### src/sitb_pkg.sv
package sitb_pkg;

  localparam int DEFAULT_MAX_ENTRIES = 64;
  localparam int DEFAULT_MAX_LEN = 32;

  localparam logic [7:0] CHAR_SEMICOLON = 8'h3B;
  localparam logic [7:0] CHAR_UNDERSCORE = 8'h5F;
  localparam logic [7:0] CHAR_NUL = 8'h00;

  localparam logic [2:0] STATUS_ABSORBED = 3'd0;
  localparam logic [2:0] STATUS_INSERTED = 3'd1;
  localparam logic [2:0] STATUS_DUPLICATE = 3'd2;
  localparam logic [2:0] STATUS_NUMERIC = 3'd3;
  localparam logic [2:0] STATUS_FULL = 3'd4;
  localparam logic [2:0] STATUS_READ = 3'd5;
  localparam logic [2:0] STATUS_IGNORED = 3'd6;

  typedef enum logic [2:0] {
    S_IDLE,
    S_READ,
    S_SEARCH,
    S_COMPARE,
    S_SHIFT_RD,
    S_SHIFT_WR
  } state_t;

  typedef struct packed {
    logic push;
    logic clear;
  } tok_ctrl_t;

  typedef struct packed {
    logic open;
    logic all_digits;
    logic overflow;
  } tok_status_t;

  function automatic logic is_digit(input logic [7:0] c);
    return (c >= 8'h30) && (c <= 8'h39);
  endfunction

  function automatic logic is_ident(input logic [7:0] c);
    return is_digit(c) || ((c >= 8'h61) && (c <= 8'h7A)) ||
           ((c >= 8'h41) && (c <= 8'h5A)) || (c == CHAR_UNDERSCORE);
  endfunction

endpackage

### src/sitb_token.sv
module sitb_token #(
  parameter int MAX_LEN = sitb_pkg::DEFAULT_MAX_LEN
) (
  input  logic                     clk,
  input  logic                     rst,
  input  sitb_pkg::tok_ctrl_t      ctrl,
  input  logic [7:0]               ch,
  output sitb_pkg::tok_status_t    stat,
  output logic [MAX_LEN*8-1:0]     word
);

  localparam int LW = $clog2(MAX_LEN + 1);

  logic [LW-1:0] length;
  logic          all_digits;
  logic          overflow;

  always_ff @(posedge clk) begin
    if (rst || ctrl.clear) begin
      length     <= '0;
      all_digits <= 1'b1;
      overflow   <= 1'b0;
      word       <= '0;
    end else if (ctrl.push) begin
      if (32'(length) < MAX_LEN) begin
        for (int k = 0; k < MAX_LEN; k++) begin
          if (32'(length) == k) begin
            word[(MAX_LEN-1-k)*8 +: 8] <= ch;
          end
        end
        length <= length + LW'(1);
      end else begin
        overflow <= 1'b1;
      end
      if (!sitb_pkg::is_digit(ch)) begin
        all_digits <= 1'b0;
      end
    end
  end

  assign stat.open       = (length != '0);
  assign stat.all_digits = all_digits;
  assign stat.overflow   = overflow;

endmodule

### config.mk
export PLATFORM = sky130hd
export DESIGN_NAME = sitb_token
export DESIGN_NICKNAME = d
export VERILOG_FILES = /design/src/sitb_pkg.sv /design/src/sitb_token.sv
export SDC_FILE = /design/constraint.sdc
export NUM_CORES = 1
export LEC_CHECK = 0
export BUFFER_PORTS_ARGS = -buffer_cell sky130_fd_sc_hd__buf_2
export CAP_MARGIN = 5
export CORE_MARGIN = 5
export CORE_UTILIZATION = 56
export DETAILED_ROUTE_END_ITERATION = 8
export PLACE_DENSITY = 0.85
export REMOVE_ABC_BUFFERS = 1
export SETUP_SLACK_MARGIN = 0.4
export SLEW_MARGIN = 40
export SYNTH_ARGS = -nofsm -noshare
export SYNTH_HDL_FRONTEND = slang
export SYNTH_SLANG_ARGS = --single-unit
### constraint.sdc
create_clock -name clk -period 4.2 [get_ports clk]
set_input_delay 0.21 -clock clk [delete_from_list [all_inputs] [get_ports clk]]
set_output_delay 0.21 -clock clk [all_outputs]
set_load 0.02 [all_outputs]
==> results by group <==
Detailed routing
  • DR pass1 iterations: 5
  • Wirelength per Cell: 18.4 um
  • DRC Markers: 0
  • Via-per-instance ratio: 5.25
  • Vias after detailed routing: 7,432
  • ANT nets after route: 0
  • DRT iter0 DRCs: 317
  • Post-Route WL: 26.0 mm

Power and ir drop
  • Clock network power share: 47.3%
  • Switch share: 20.9%
  • P_leak: 6.92 nW
  • Cell internal pwr: 3.98 mW
  • Switching power: 1.05 mW
  • Register share of total power: 49.9%
  • Power per cell area: 415 mW/mm^2
  • Comb power frac: 2.8%
  • Worst VDD drop: 0.305 mV

Worst setup path
  • RR Startpoint: length[3]
  • Worst reg-to-reg setup slack: 2.22 ns
  • Worst R2R Path Depth: 3
  • Worst Path Max Fanout: 12
  • Crit path from: length[5]
  • CP startpoint kind: register
  • Critical path class: register to output port
  • Critical R2R Capture: word[51]
  • Crit path DAT: 1.86 ns
  • CP endpoint: stat[2]
  • Setup crit end kind: output port
  • Worst Path Required: 3.99 ns

Clock tree
  • Post-CTS resize count: 0
  • Clk sinks: 264
  • # H-tree levels: 1
  • Post-CTS Setup Bufs: 0
  • CTS buffer count: 26
  • CTS tree: built
  • Worst-skew pair later-pin latency: 0.52 ns
  • Hold Buf Count CTS: 0
  • Clock tree buffer depth: 3
  • Root buf cell: clkbuf_16
  • Worst-path clk slew: 0.06 ns

Synthesis
  • Yosys cell types: 32
  • Avg Inst Size Synth: 10.4 um^2
  • Register area share after synthesis: 54.0%
  • Cell with the most instances after synthesis: nand2_1
  • Number of synthesized register bits: 264
  • Syn Inst Count: 937
  • Largest area contributor in the netlist: dfxtp_1
  • Async S/R FF share, synth: 0%
  • Synth Warn #: 0
  • Post-synth top area share: 54.0%
  • Top post-synthesis cells by area: dfxtp_1, mux2i_1, nand2_1
  • EDFF count, synth: 0
  • Netlist Area Pre-Place: 0.00979 mm^2
  • Post-synth top flop: dfxtp_1
  • Synth cell count leaders: nand2_1, dfxtp_1, mux2i_1, clkbuf_1, nand2_2

Job
  • Max-Cap Viols: 0

Timing
  • Setup-failing EPs final: 0
  • Tcrit/Tclk final: 49.3%
  • Sum Neg Setup Slack: 0 ns
  • Max frequency: 0.483 GHz
  • Fin. Hold Viols: 0
  • Minimum clock period: 2.07 ns
  • Max-slew violation count: 0
  • RSZ-0062 raised after global routing: false
  • Max Clock Skew: 0.0189 ns
  • Max-Slew Margin vs Limit: 48.2%
  • Worst-margin pin slew: 0.775 ns

Hold path
  • HP Class: input pin to register
  • Worst hold stages: 3

Global route
  • First-pass GRT wire length: 40.4 mm
  • Number of global-route vias before repair: 7,322
  • GRT Residual Overflow: 0
  • Largest net degree at the start of global routing: 137
  • Initial antenna violation count: 2
  • GRT Total Usage: 24.7%

Finish
  • Finished Core Util: 70.3%
  • Fill cells: 1,295
  • Layout cells sized above 1: 30.6%
  • Final nets: 1,186
  • Area grow syn2layout: 23.8%

Die
  • CORE AREA: 0.0172 mm^2
  • IO Pins: 271
  • Starting Density: 56.8%
  • Die extent in x: 142 um
  • # rows: 48
  • Die area: 0.0202 mm^2
  • Die height: 142 um

Placed design
  • Final HPWL DP: 17.1 mm
  • IO buf count: 270
  • Routability Congestion: 0.788

Status
  • Status: finished, final reports clean
-- routing by layer --
| metal | wire (um) | global-route usage, % |
|---|---|---|
| met5 | 0 | 0 |
| met4 | 648 | 6.41 |
| met3 | 2160 | 6.35 |
| met2 | 12400 | 41.8 |
| met1 | 10800 | 31.7 |
-- critical path: stages, from the launching register on --
cell     delay, ns
dfxtp_1       0.49
nor4_4        0.58
nand2_1       0.09
buf_2         0.18
-- worst min-delay path by stage --
| stage | start | end |
|---|---|---|
| 2_1_floorplan | ctrl[1] | all_digits |
| 5_1_grt | rst | length[3] |
| 4_1_cts | rst | length[3] |
| 6_report | rst | length[3] |
| 3_3_place_gp | word[32] | word[32] |
| 3_5_place_dp | word[244] | word[244] |
-- state kept, by name, indices dropped and copies added, names as in the netlist --
| name | count |
|---|---|
| all_digits | 1 |
| length | 6 |
| overflow | 1 |
| word | 256 |
-- placed cells by master, fill, tap and decap left out, types with 2 or more instances in the layout --
master     synthesis  routed
o21ai_0            2       2
diode_2            0       2
bufinv_16          0       3
nor2_1             9       8
nand2_2           16      20
buf_2              6     270
clkbuf_16          0      27
a31oi_1            2       2
clkbuf_1          61       4
a21oi_1            2       2
nand2_1          268     264
and4b_1            4       4
ha_1               4       4
dfxtp_1          264     264
nand3_4            3       3
nor4b_4            2       2
mux2i_1          258     258
buf_4              3       9
nand3_2           13      13
clkinv_2           0       7
nor2b_1            3       3
clkbuf_8           0       5
inv_1              2       2
-- power groups by stage --
| stage | clock (mW) | combinational (mW) | sequential [mW] |
|---|---|---|---|
| finish | 2.38 | 0.138 | 2.51 |
| global route | 2.54 | 0.148 | 2.51 |
| CTS | 2.42 | 0.138 | 2.51 |
| detailed placement | 0 | 0.137 | 2.57 |
| global placement | 0 | 0.136 | 2.57 |
| floorplan | 0 | 0.0675 | 2.57 |
-- layout make-up --
type,instances,area [um^2],area share [%]
Antenna cell,2,5.00,0.0413
Clock buffer,36,759,6.27
Clock inverter,10,125,1.03
Inverter,2,7.51,0.0620
Multi-Input combinational cell,596,4210,34.8
Sequential cell,264,5290,43.6
Tap cell,225,282,2.32
Timing Repair Buffer,280,1440,11.9
-- through the flow --
| stage | cells | area [um^2] | worst slack [ns] | hold slack [ns] | total power, mW |
|---|---|---|---|---|---|
| after global placement | 1367 | 11200 | 1.85 | 0.441 | 2.70 |
| after floorplan | 862 | 9470 | -7.76 | 0.311 | 2.64 |
| after CTS | 1413 | 12100 | 2.08 | 0.0166 | 5.07 |
| final | 1415 | 12100 | 2.13 | 0.0370 | 5.03 |
| after global routing | 1415 | 12100 | 2.05 | 0.0407 | 5.20 |
| after detailed placement | 1367 | 11200 | 1.71 | 0.449 | 2.70 |
-- cell families after synthesis --
| family | Yosys count | share of synthesized area [%] |
|---|---|---|
| buf+inv | 77 | 3.27 |
| flops | 264 | 54.0 |
| xor+xnor | 2 | 0.179 |
| simple gates | 326 | 15.3 |
| mux | 258 | 26.4 |
| fa+ha+maj | 4 | 0.511 |
| compound gates | 6 | 0.332 |
(Power assumes the default switching activity.)
