### src/sitb_ram.sv
module sitb_ram #(
  parameter int WIDTH = 8,
  parameter int DEPTH = 2
) (
  input  logic                     clk,
  input  logic                     we,
  input  logic [$clog2(DEPTH)-1:0] waddr,
  input  logic [WIDTH-1:0]         wdata,
  input  logic [$clog2(DEPTH)-1:0] raddr,
  output logic [WIDTH-1:0]         rdata
);

  logic [WIDTH-1:0] mem [DEPTH];

  always_ff @(posedge clk) begin
    if (we) begin
      mem[waddr] <= wdata;
    end
    rdata <= mem[raddr];
  end

endmodule

### config.mk
export PLATFORM = sky130hd
export DESIGN_NAME = sitb_ram
export DESIGN_NICKNAME = d
export VERILOG_FILES = /design/src/sitb_ram.sv
export SDC_FILE = /design/constraint.sdc
export NUM_CORES = 1
export LEC_CHECK = 0
export BUFFER_PORTS_ARGS = -buffer_cell sky130_fd_sc_hd__buf_2
export CAP_MARGIN = 5
export CORE_MARGIN = 2
export CORE_UTILIZATION = 56
export CTS_BUF_LIST = sky130_fd_sc_hd__clkbuf_2 sky130_fd_sc_hd__clkbuf_4 sky130_fd_sc_hd__clkbuf_8
export CTS_CLUSTER_SIZE = 14
export DETAILED_ROUTE_END_ITERATION = 8
export MAX_ROUTING_LAYER = met4
export PLACE_DENSITY = 0.84
export SETUP_SLACK_MARGIN = 0.4
export SYNTH_ARGS = -nofsm -noshare
export SYNTH_HDL_FRONTEND = slang
export SYNTH_SLANG_ARGS = --single-unit
### constraint.sdc
create_clock -name clk -period 2.7 [get_ports clk]
set_input_delay 0.54 -clock clk [delete_from_list [all_inputs] [get_ports clk]]
set_output_delay 0.54 -clock clk [all_outputs]
set_load 0.05 [all_outputs]
==> qor.txt, run 1 <==
Average routed wire per standard cell - 11.8 microns
Worst R2R Path Depth - 1
Area of the die - 1720 sq um
CTS Buf Count - 3
Synthesized Nets - 47
Crit end category - primary output
Area share of the largest cell type after synthesis - 0.612
DR vias - 350
End of the critical path - rdata[1]
Placement Rows - 13
Number of standard cells after synthesis - 35
Weighted congestion reported at the end of routability-driven placement - 0.685
Pins over their slew limit - 0
Post-Place Worst Slack - 1.13 ns
Diodes inserted - 0
Pin count of the biggest net entering global routing - 14
Post-CTS sizing - 0
Worst-path maximum fanout - 1
Synthesis warning total - 0
Insertion delay to the later sink of the worst-skew pair - 0.31 ns
Ratio of cells with drive above 1 in the final layout - 0.526
Residual DRC - 0
Top area cells in the synthesized netlist - sky130_fd_sc_hd__edfxtp_1 (61%), sky130_fd_sc_hd__dfxtp_1 (20%), sky130_fd_sc_hd__mux2_4 (15%)
Final setup violation count - 0
Height of the die - 41.4 microns
Max Clock Skew - 0.00944 ns
Hold Vio Cnt, Final - 0
Final sum of negative setup slack - 0 ns
Crit Reg-Reg Endpoint - rdata[1]
Die span in x - 41.4 microns
Antenna violation net count after detailed routing - 0
Cell area after technology mapping - 785 sq um
Highest achievable clock rate - 703 MHz
Largest stage delay on the critical path - 0.33 ns
Global-route usage over all layers - 0.115
Worst supply voltage drop on vdd - 0.498 mV
Core Area - 1300 sq um
Post CTS Setup Buffer Count - 0
Longest Clk Path Bufs - 2
Critical path, cell by cell - buf_2
Clock tree root driver cell - sky130_fd_sc_hd__clkbuf_4
Worst-path clk slew - 0.12 ns
Sink Count - 24
Family with the most delay on the worst path - flip-flops
PD cells - 725 nW/um^2
Number of library cell types mapped by synthesis - 6
Sequential area share after synthesis - 0.817
Final Cycle Share - 0.527
First-pass GRT wire length - 1380 microns
Hold-fix buffer count after cts - 0
Beginning of the critical path - rdata[1]
I/O pin count - 20
Filler Cell Count - 90
First-pass iteration count of the detailed router - 3
CTS H-tree lvls - 1
Number of global-route vias before repair - 316
CP Buf/Inv Count - 1
Final worst slack - 1.28 ns
Number of port buffers - 19
Classification of the worst-slack hold path - in -> reg
CTS tree - yes
WP data required - 2.16 ns
Slew headroom - 0.560
Effective utilization at floorplan - 0.603
Arrival time reported for the critical path endpoint - 0.88 ns
Cell taking the most area after synthesis - sky130_fd_sc_hd__edfxtp_1
Most used cells in the layout excluding fill and tap cells - sky130_fd_sc_hd__buf_2 (19), sky130_fd_sc_hd__edfxtp_1 (16), sky130_fd_sc_hd__mux2_4 (8), sky130_fd_sc_hd__dfxtp_1 (8), sky130_fd_sc_hd__clkbuf_4 (3)
Most frequent standard cell in the layout excluding fill and tap cells - sky130_fd_sc_hd__buf_2
Post-synthesis area per instance - 22.4 sq um
Antenna violations before repair - 0
Unrepaired setup endpoints after global routing - no
Reg-to-Reg Start - mem[0][1]
Total number of cells along the worst setup path - 1
Post-detailed-route via-to-cell ratio - 4.86
Kind of start point of the critical path - register
Final layout net count - 70
Leakage power total - 0.378 nW
Overall routed net length - 851 microns
Number of violations of the max-capacitance limit - 0
Worst reg2reg setup slack - 1.94 ns
Slowest cell on the critical path - sky130_fd_sc_hd__dfxtp_1
Layout area overhead - 16.4%
Status - completed
Start-to-end type of the worst setup path - reg -> out
Post-synthesis register bit count - 24
Worst Max-Slew Pin Slew - 0.659 ns
Final Critical Period - 1.42 ns
GRT overflow - 0
Initial drt markers - 2
==> kinds of logic (layout without fill, tap and decap cells) <==
logic type,Yosys count,after routing,synth area share
flip-flops,24,24,0.817
buffers and inverters,1,23,0.0144
multiplexers,8,8,0.153
AND/OR/NAND/NOR,2,2,0.0160
==> state kept, by name, indices dropped and copies added, names as in the netlist <==
name and flops:
rdata 8, mem 16
==> per-stage QoR <==
step                      cells  hold WS [ns]  area (sq um)   util  power, W
after detailed placement     68         0.460           887  0.682  0.000521
after global routing         72         0.391           913  0.702  0.000693
after floorplan              35         0.452           785      -  0.000500
final                        72         0.411           913  0.702  0.000662
after global placement       68         0.456           887  0.682  0.000520
after CTS                    72         0.409           913  0.702  0.000667
==> layout make-up <==
type	count	area, sq um	share of cell area
clock buffers	3	22.5	0.0247
clock inverters	1	3.75	0.00411
multi-input cells	10	133	0.145
flip-flops and latches	24	641	0.701
well taps	15	18.8	0.0205
repair buffers	19	95.1	0.104
==> how the worst min path moves through the flow <==
stage,from,end,slack (ns),depth (start not counted)
after floorplan,mem[1][0],rdata[0],0.45,1
after global placement,mem[1][7],rdata[7],0.46,1
after detailed placement,mem[1][1],rdata[1],0.46,1
after CTS,wdata[0],mem[0][0],0.41,1
after global routing,wdata[2],mem[0][2],0.39,1
final,wdata[6],mem[1][6],0.41,1
==> where the power goes <==
| part | total, W | leakage (nW) | internal (W) | switching (W) |
|---|---|---|---|---|
| sequential | 0.000427 | 0.218 | 0.000421 | 0.00000605 |
| clock | 0.000150 | 0.0154 | 0.0000539 | 0.0000964 |
| combinational | 0.0000848 | 0.145 | 0.0000295 | 0.0000553 |
==> cells in the mapped netlist (all sizes together) <==
cell     n
dfxtp    8
mux2     8
and2     1
nor2b    1
buf      1
edfxtp  16
==> metal layers <==
| metal | up-vias | wire, microns | track usage |
|---|---|---|---|
| met1 | 153 | 373 | 0.129 |
| met4 | 0 | 28 | 0.0968 |
| met2 | 18 | 379 | 0.159 |
| li1 | 174 | - | - |
| met3 | 5 | 70 | 0.0478 |
| met5 | - | 0 | - |
(Power assumes the default switching activity.)
==> run 2, diff against run 1 <==
--- a/config.mk
+++ b/config.mk
@@ -5,15 +5,16 @@
 export SDC_FILE = /design/constraint.sdc
 export NUM_CORES = 1
 export LEC_CHECK = 0
+export ABC_AREA = 1
 export BUFFER_PORTS_ARGS = -buffer_cell sky130_fd_sc_hd__buf_2
 export CAP_MARGIN = 5
 export CORE_MARGIN = 2
-export CORE_UTILIZATION = 56
+export CORE_UTILIZATION = 52
 export CTS_BUF_LIST = sky130_fd_sc_hd__clkbuf_2 sky130_fd_sc_hd__clkbuf_4 sky130_fd_sc_hd__clkbuf_8
 export CTS_CLUSTER_SIZE = 14
 export DETAILED_ROUTE_END_ITERATION = 8
 export MAX_ROUTING_LAYER = met4
-export PLACE_DENSITY = 0.84
+export PLACE_DENSITY = 0.79
 export SETUP_SLACK_MARGIN = 0.4
 export SYNTH_ARGS = -nofsm -noshare
 export SYNTH_HDL_FRONTEND = slang
==> constraint.sdc (replaced) <==
create_clock -name clk -period 1.5 [get_ports clk]
set_input_delay 0.3 -clock clk [delete_from_list [all_inputs] [get_ports clk]]
set_output_delay 0.3 -clock clk [all_outputs]
set_load 0.05 [all_outputs]
==> run 2 against run 1 <==
Net effect: synthesized area fell by 3.0%; sequential power rose by 82%; routed wire length increased by 16%; worst setup slack worse by 0.87 ns; combinational power is 96% higher; clock power rose by 69%; sequential share of layout area is 2.4 points lower; first-iteration DRC count rose to 3.5 times the previous value; final cell count is 26% higher; sequential cell count stayed put; largest cell class unchanged; largest power group unchanged; highest routed layer unchanged.
==> qor.txt, run 2 <==
Number of library cell types mapped by synthesis - 7
Core Area - 1330 sq um
Hold Vio Cnt, Final - 0
Pin count of the biggest net entering global routing - 13
DR vias - 424
Hold-fix buffer count after cts - 0
Slowest cell on the critical path - sky130_fd_sc_hd__dfxtp_2
Post-synthesis register bit count - 24
Post CTS Setup Buffer Count - 0
Final core area utilization - 0.720
Number of global-route vias before repair - 385
Area share of the largest cell type after synthesis - 0.632
EDFF count, synth - 16
Clk network pwr share - 0.212
Unrepaired setup endpoints after global routing - yes
Ratio of cells with drive above 1 in the final layout - 0.421
Cell depth of the worst min-delay path - 1
Pins over their slew limit - 0
Leakage power total - 0.423 nW
Worst supply voltage drop on vdd - 0.785 mV
WP data required - 1.20 ns
Cell area after technology mapping - 761 sq um
Area of the die - 1790 sq um
Initial drt markers - 7
Weighted congestion reported at the end of routability-driven placement - 0.681
Sink Count - 24
Max Clock Skew - 0.000470 ns
Largest stage delay on the critical path - 0.36 ns
Diodes inserted - 0
Insertion delay to the later sink of the worst-skew pair - 0.29 ns
Layout area overhead - 26.3%
Instance area at placement - 871 sq um
Die span in x - 42.3 microns
Registers with the most flip-flops - mem x16, rdata x8
Final Critical Period - 1.09 ns
Arrival time reported for the critical path endpoint - 0.79 ns
Multi-input logic area - 97.6 sq um
Switching Share - 0.236
Final layout net count - 90
CTS H-tree lvls - 1
Primary FF master, synth - sky130_fd_sc_hd__edfxtp_1
Worst-path maximum fanout - 1
Worst R2R Path Depth - 2
Global-route usage over all layers - 0.127
Number of standard cells after synthesis - 54
Placement Rows - 13
Commonest cells in the synthesized netlist - sky130_fd_sc_hd__nand2_1 (25), sky130_fd_sc_hd__edfxtp_1 (16), sky130_fd_sc_hd__dfxtp_1 (8)
CTS tree - yes
Average routed wire per standard cell - 10.9 microns
Start-to-end type of the worst setup path - reg -> out
Overall routed net length - 989 microns
CTS Buf Count - 3
Fraction of power consumed by combinational cells - 0.139
PD cells - 1250 nW/um^2
Final sum of negative setup slack - 0 ns
Proportion of power drawn by flip-flops and latches - 0.649
Effective utilization at floorplan - 0.570
Sequential cell area - 651 sq um
Internal power - 0.000915 W
CP Buf/Inv Count - 1
Classification of the worst-slack hold path - in -> reg
Antenna violations before repair - 0
Post-detailed-route via-to-cell ratio - 4.66
First-pass iteration count of the detailed router - 4
Top area cells in the synthesized netlist - sky130_fd_sc_hd__edfxtp_1 (63%), sky130_fd_sc_hd__dfxtp_1 (21%), sky130_fd_sc_hd__nand2_1 (12%)
GRT overflow - 0
Slew headroom - 0.796
Most used cells in the layout excluding fill and tap cells - sky130_fd_sc_hd__nand2_1 (25), sky130_fd_sc_hd__edfxtp_1 (16), sky130_fd_sc_hd__buf_2 (11)
Residual DRC - 0
Family with the most delay on the worst path - flip-flops
Reg with most FFs - mem
Number of port buffers - 19
Post-route design area - 961 sq um
Net switching power - 0.000283 W
Number of violations of the max-capacitance limit - 0
Total number of cells along the worst setup path - 1
Kind of start point of the critical path - register
Height of the die - 42.3 microns
First-pass GRT wire length - 1590 microns
Final setup violation count - 0
Final Cycle Share - 0.728
Half-perimeter wire length after placement - 653 microns
Worst-path clk slew - 0.11 ns
Worst Max-Slew Pin Slew - 0.306 ns
Status - completed
Critical path, cell by cell - buf_8
Antenna violation net count after detailed routing - 0
Highest achievable clock rate - 915 MHz
Synthesized Nets - 66
Most frequent standard cell in the layout excluding fill and tap cells - sky130_fd_sc_hd__nand2_1
Clock tree root driver cell - sky130_fd_sc_hd__clkbuf_4
Most numerous cell in the Yosys netlist - sky130_fd_sc_hd__nand2_1
Cell taking the most area after synthesis - sky130_fd_sc_hd__edfxtp_1
Post-synthesis area per instance - 14.1 sq um
Flip-flop count of the largest register after layout - 16
Filler Cell Count - 83
Crit end category - primary output
I/O pin count - 20
Async S/R FF share, synth - 0
Sequential area share after synthesis - 0.842
Synthesis warning total - 0
Longest Clk Path Bufs - 2
[run 2: repair_timing]
item / CTS / global route
pin swaps: 0 / 0
resized for setup: 18 / 8
setup endpoints to repair: 8 / 8
[run 2: layout make-up]
type	count	share of cell area
clock buffers	3	0.0234
inverters	3	0.0117
multi-input cells	26	0.102
flip-flops and latches	24	0.677
well taps	15	0.0195
repair buffers	20	0.167
[run 2: path summary, 6_finish.rpt]
kind,slack [ns],to,start
setup / recovery,0.41,rdata[3],rdata[3]
hold / removal,0.19,mem[1][0],wdata[0]
setup reg to reg,0.88,rdata[1],mem[1][1]
hold reg to reg,0.44,rdata[4],mem[0][4]
[run 2: logic make-up (layout without fill, tap and decap cells)]
group / count (synthesis) / count (layout) / share of synthesized area
and+or+nand+nor: 26 / 26 / 0.128
buffers and inverters: 4 / 26 / 0.0296
DFF: 24 / 24 / 0.842
[run 2: routing by layer]
metal / track usage / vias up / routed length [microns]
li1: - / 221 / -
met1: 0.149 / 186 / 436
met2: 0.194 / 15 / 484
met3: 0.0259 / 2 / 52
met4: 0.0938 / 0 / 15
met5: - / - / 0
[run 2: per-stage QoR]
| step | setup WS (ns) | cells | hold slack, ns | total power, W |
|---|---|---|---|---|
| final | 0.407 | 91 | 0.187 | 0.00120 |
| after global routing | 0.365 | 91 | 0.171 | 0.00125 |
| after CTS | 0.390 | 91 | 0.177 | 0.00120 |
| after detailed placement | 0.485 | 88 | 0.421 | 0.000922 |
| after global placement | 0.525 | 88 | 0.419 | 0.000919 |
| after floorplan | 0.440 | 54 | 0.399 | 0.000881 |
[run 2: power by group through the flow]
| stage | logic, W | registers, W | clock network, W |
|---|---|---|---|
| final | 0.000166 | 0.000777 | 0.000254 |
| after global routing | 0.000176 | 0.000782 | 0.000287 |
| after CTS | 0.000162 | 0.000773 | 0.000263 |
| after detailed placement | 0.000140 | 0.000783 | 0 |
| after global placement | 0.000138 | 0.000781 | 0 |
| after floorplan | 0.0000306 | 0.000850 | 0 |
